### config.mk
export PLATFORM = sky130hd
export DESIGN_NAME = mptr_out
export DESIGN_NICKNAME = d
export VERILOG_FILES = /design/src/mptr_pkg.sv /design/src/mptr_out.sv
export SDC_FILE = /design/constraint.sdc
export NUM_CORES = 1
export LEC_CHECK = 0
export ABC_AREA = 1
export BUFFER_PORTS_ARGS = -buffer_cell sky130_fd_sc_hd__buf_2
export CORE_MARGIN = 3
export CORE_UTILIZATION = 32
export CTS_BUF_LIST = sky130_fd_sc_hd__clkbuf_16
export CTS_CLUSTER_DIAMETER = 100
export DETAILED_ROUTE_END_ITERATION = 16
export HOLD_SLACK_MARGIN = 0.1
export RECOVER_POWER = 50
export SETUP_SLACK_MARGIN = 0.02
export SKIP_CTS_REPAIR_TIMING = 1
export SYNTH_ARGS = -nofsm -noshare
export SYNTH_HDL_FRONTEND = slang
export SYNTH_SLANG_ARGS = --single-unit
### constraint.sdc
create_clock -name clk -period 0.8 [get_ports clk]
set_input_delay 0.08 -clock clk [delete_from_list [all_inputs] [get_ports clk]]
set_output_delay 0.08 -clock clk [all_outputs]
set_load 0.005 [all_outputs]
### src/mptr_pkg.sv
// ----------------------------------------------------------------------------
// mptr_pkg: shared constants and types of the trigger responder
// Table sizes, derived widths, item kinds and the structures passed between
// the matching engine, the output stage and the top level.
// ----------------------------------------------------------------------------
package mptr_pkg;

  localparam int MAX_TRIGGERS = 8;
  localparam int MAX_PATTERN  = 32;
  localparam int MAX_REPLIES  = 8;

  localparam int TRIG_W = $clog2(MAX_TRIGGERS);      // trigger index
  localparam int CNT_W  = $clog2(MAX_TRIGGERS + 1);  // trigger count
  localparam int PAT_IW = $clog2(MAX_PATTERN);       // byte index in a pattern
  localparam int PAT_LW = $clog2(MAX_PATTERN + 1);   // pattern length
  localparam int REP_IW = $clog2(MAX_REPLIES);       // response slot
  localparam int REP_CW = $clog2(MAX_REPLIES + 1);   // response count
  localparam int PAT_AW = TRIG_W + PAT_IW;
  localparam int REP_AW = TRIG_W + REP_IW;
  localparam int PAT_DEPTH = MAX_TRIGGERS * MAX_PATTERN;
  localparam int REP_DEPTH = MAX_TRIGGERS * MAX_REPLIES;
  localparam int REP_DW    = 32;

  localparam logic [1:0] KIND_BEGIN   = 2'd0;
  localparam logic [1:0] KIND_PATTERN = 2'd1;
  localparam logic [1:0] KIND_REPLY   = 2'd2;
  localparam logic [1:0] KIND_DATA    = 2'd3;

  typedef struct packed {
    logic [TRIG_W-1:0] trig;
    logic [REP_IW-1:0] slot;
    logic [15:0]       tag;
    logic [15:0]       len;
  } res_t;

  typedef struct packed {
    logic vld;
    logic last;
    res_t res;
  } res_push_t;

  typedef struct packed {
    logic idle;
    logic pend_v;
  } eng_status_t;

endpackage

### src/mptr_out.sv
// ----------------------------------------------------------------------------
// mptr_out: result output register
// Holds one result transaction until the receiver takes it.
// ----------------------------------------------------------------------------
module mptr_out import mptr_pkg::*; (
  input  logic        clk,
  input  logic        rst_n,
  input  res_push_t   push,
  output logic        free,
  input  logic        out_ready,
  output logic        out_valid,
  output logic [2:0]  out_trigger_index,
  output logic [2:0]  out_response_slot,
  output logic [15:0] out_reply_tag,
  output logic [15:0] out_reply_length,
  output logic        out_last
);

  logic valid_r, valid_nxt;
  res_t res_r;
  logic last_r;

  assign free = !valid_r || out_ready;

  always_comb begin
    valid_nxt = valid_r;
    if (push.vld) begin
      valid_nxt = 1'b1;
    end else if (out_ready) begin
      valid_nxt = 1'b0;
    end
  end

  always_ff @(posedge clk) begin
    if (!rst_n) begin
      valid_r <= 1'b0;
    end else begin
      valid_r <= valid_nxt;
    end
    if (push.vld) begin
      res_r  <= push.res;
      last_r <= push.last;
    end
  end

  assign out_valid         = valid_r;
  assign out_trigger_index = 3'(res_r.trig);
  assign out_response_slot = 3'(res_r.slot);
  assign out_reply_tag     = res_r.tag;
  assign out_reply_length  = res_r.len;
  assign out_last          = last_r;

endmodule

==> results.toml <==
[critical_path]
crit_buf_inv = 1
cp.required_ns = 0.72
cp_slowest_stage_delay_ns = 0.34
rrSetupSlack_ns = 0.23
arrival_ns = 0.80
reg2reg_from = "out_valid"
critPathLaunch = "out_valid"
slowest_stage = "dfxtp_2"
critPathTopFamily = "flip-flops"
path_cells = "nand2_2 > buf_2"
crit_end = "free"
critPathMaxFanout = 2
startpoint_type = "register"
path_depth = 2
rr_worst_depth = 2
crit_type = "reg -> out"
critPathCaptureType = "output pin"
reg2reg_to = "out_valid"

[clock_tree]
cts_root_buf = "clkbuf_16"
tritoncts = "yes"
clk_pin_slew_worst_paths_ns = 0.05
clk-insertion-delay-late_ns = 0.27
clock_path_buffers = 2
cts_inserted_buffers = 5
clock_sink_count = 40
htree_levels = 2

[timing]
max_slew.worst_pin.slew_ns = 0.543
setup_violations = 41
max_freq_mhz = 1140
fin_skew_ns = 0
maxSlewHeadroom_pct = 63.8
slew_violations = 0
rsz0062_at_grt = "true"
hold_viol = 0
period_needed_ns = 0.879
setup_ws_ns = -0.0787
post-route-period-util_pct = 110

[finish]
diodes = 0
drive_above_1_share_pct = 52.0
fin_cells = 223
utilization_pct = 63.9
area_growth_pct = 83.5
fin_nets = 220

[power]
leakage_nw = 0.973
ir_drop_uv = 1530
power_density_mw_per_mm2 = 2150

[synth]
syn_inst = 45
ys_seq_area_share_pct = 97.8
synth_top_area_cell = "edfxtp_1"
synth_top_area_share_pct = 96.2
syn-cell-area_mm2 = 0.00122
synth.area.top_cells = "edfxtp_1 (96%), dfxtp_1 (1.6%), inv_1 (0.92%)"
syn_avg_cell_area_um2 = 27.1
syn_nets = 88
ys_seq_elements = 40
yosysWarnings = 0
synth.distinct_cells = 5

[placed_design]
place_congestion = 0.628
port_buffers = 83
place_inst = 176
hpwl_um = 2000

[run]
max-cap-violations = 0

[grt]
grt_max_degree = 23
grt_pass1_wl_um = 3620
grtUsageTotal_pct = 11.7
grt_pass1_vias = 805
antenna_found_initial = 0
grt_overflow = 0

[floorplan]
num_rows = 21
die_y_um = 67.7
core_mm2 = 0.00349
dieArea_mm2 = 0.00458
pin_count = 84
initial_utilization_pct = 34.8
die_w_um = 67.7

[detailed_routing]
viasPerCell = 4.10
ant_nets = 0
firstDrtPassIters = 4
vias = 915
drt_wl_total_um = 3100
drc = 0
wire_per_inst_um = 13.9
initialDrtViolationCount = 12

[status]
violations = "negative setup slack"
status = "finished, violations left"

[hold_path]
hp-class = "in -> reg"
-- registers in the layout (all words and copies together), names as in the netlist --
signal and count:
out_last 1, out_reply_length 16, out_reply_tag 16, out_response_slot 3, out_trigger_index 3, out_valid 1
-- cells by family after synthesis --
logic type	count (synthesis)	share of synthesized area [%]
AOI/OAI and AO/OA	1	0.720
buffers and inverters	3	0.925
DFF	40	97.8
and+or+nand+nor	1	0.514
-- through the flow --
step	setup TNS [ns]	hold slack, ns	area [µm²]	power, mW	setup WS, ns
2_1_floorplan	0	0.179	1220	2.60	0.231
3_3_place_gp	0	0.257	1730	2.92	0.100
3_5_place_dp	0	0.258	1730	2.92	0.0948
4_1_cts	-2.01	-0.0246	1860	4.71	-0.105
5_1_grt	-3.09	0.121	2230	5.03	-0.112
6_report	-1.57	0.101	2230	4.79	-0.0787
-- how the worst min path moves through the flow --
stage,start,to,slack [ns],cells past startpoint
final,out_ready,out_valid,0.10,4
after detailed placement,push[37],out_trigger_index[2],0.26,1
after global routing,out_ready,out_valid,0.12,4
after global placement,push[35],out_trigger_index[0],0.26,1
after CTS,push[7],out_reply_length[7],-0.02,1
after floorplan,push[38],out_last,0.18,0
-- worst min-delay path: cells and delay by family --
family                 cells  cell delay [ns]
AO/OA/AOI/OAI              1             0.05
buffers and inverters      2             0.13
AND/OR/NAND/NOR            1             0.08
-- placed cells by master, fill, tap and decap left out --
cell,instances
dlygate4sd3_1,40
clkbuf_16,5
nand2_2,1
inv_1,3
dfxtp_2,1
edfxtp_1,39
buf_2,82
clkbuf_2,2
a21oi_2,1
clkbuf_1,1
clkinv_1,2
-- cell usage after synthesis --
| cell type | instances |
|---|---|
| a21oi_2 | 1 |
| dfxtp_1 | 1 |
| edfxtp_1 | 39 |
| inv_1 | 3 |
| nand2_2 | 1 |
-- routing by layer --
layer | global-route usage [%] | up-vias | routed length (µm)
met1 | 11.3 | 416 | 958
met5 | 0 | - | 0
met2 | 17.1 | 59 | 1580
met4 | 6.08 | 0 | 73
li1 | - | 434 | -
met3 | 10.1 | 6 | 483
-- final cells by class --
type                    instances  area, µm²
clock buffers                   5        125
clock inverters                 2       7.51
fillers                       255       1260
inverters                       3       11.3
multi-input cells               2       15.0
flip-flops and latches         40       1190
well taps                      46       57.6
repair buffers                125        825
-- power by group --
group          switching, mW  internal, mW  total (mW)
Clock                  0.665          1.11        1.78
Combinational          0.188         0.305       0.493
Sequential            0.0376          2.49        2.52
No activity file was read; power rests on OpenSTA's default activity.
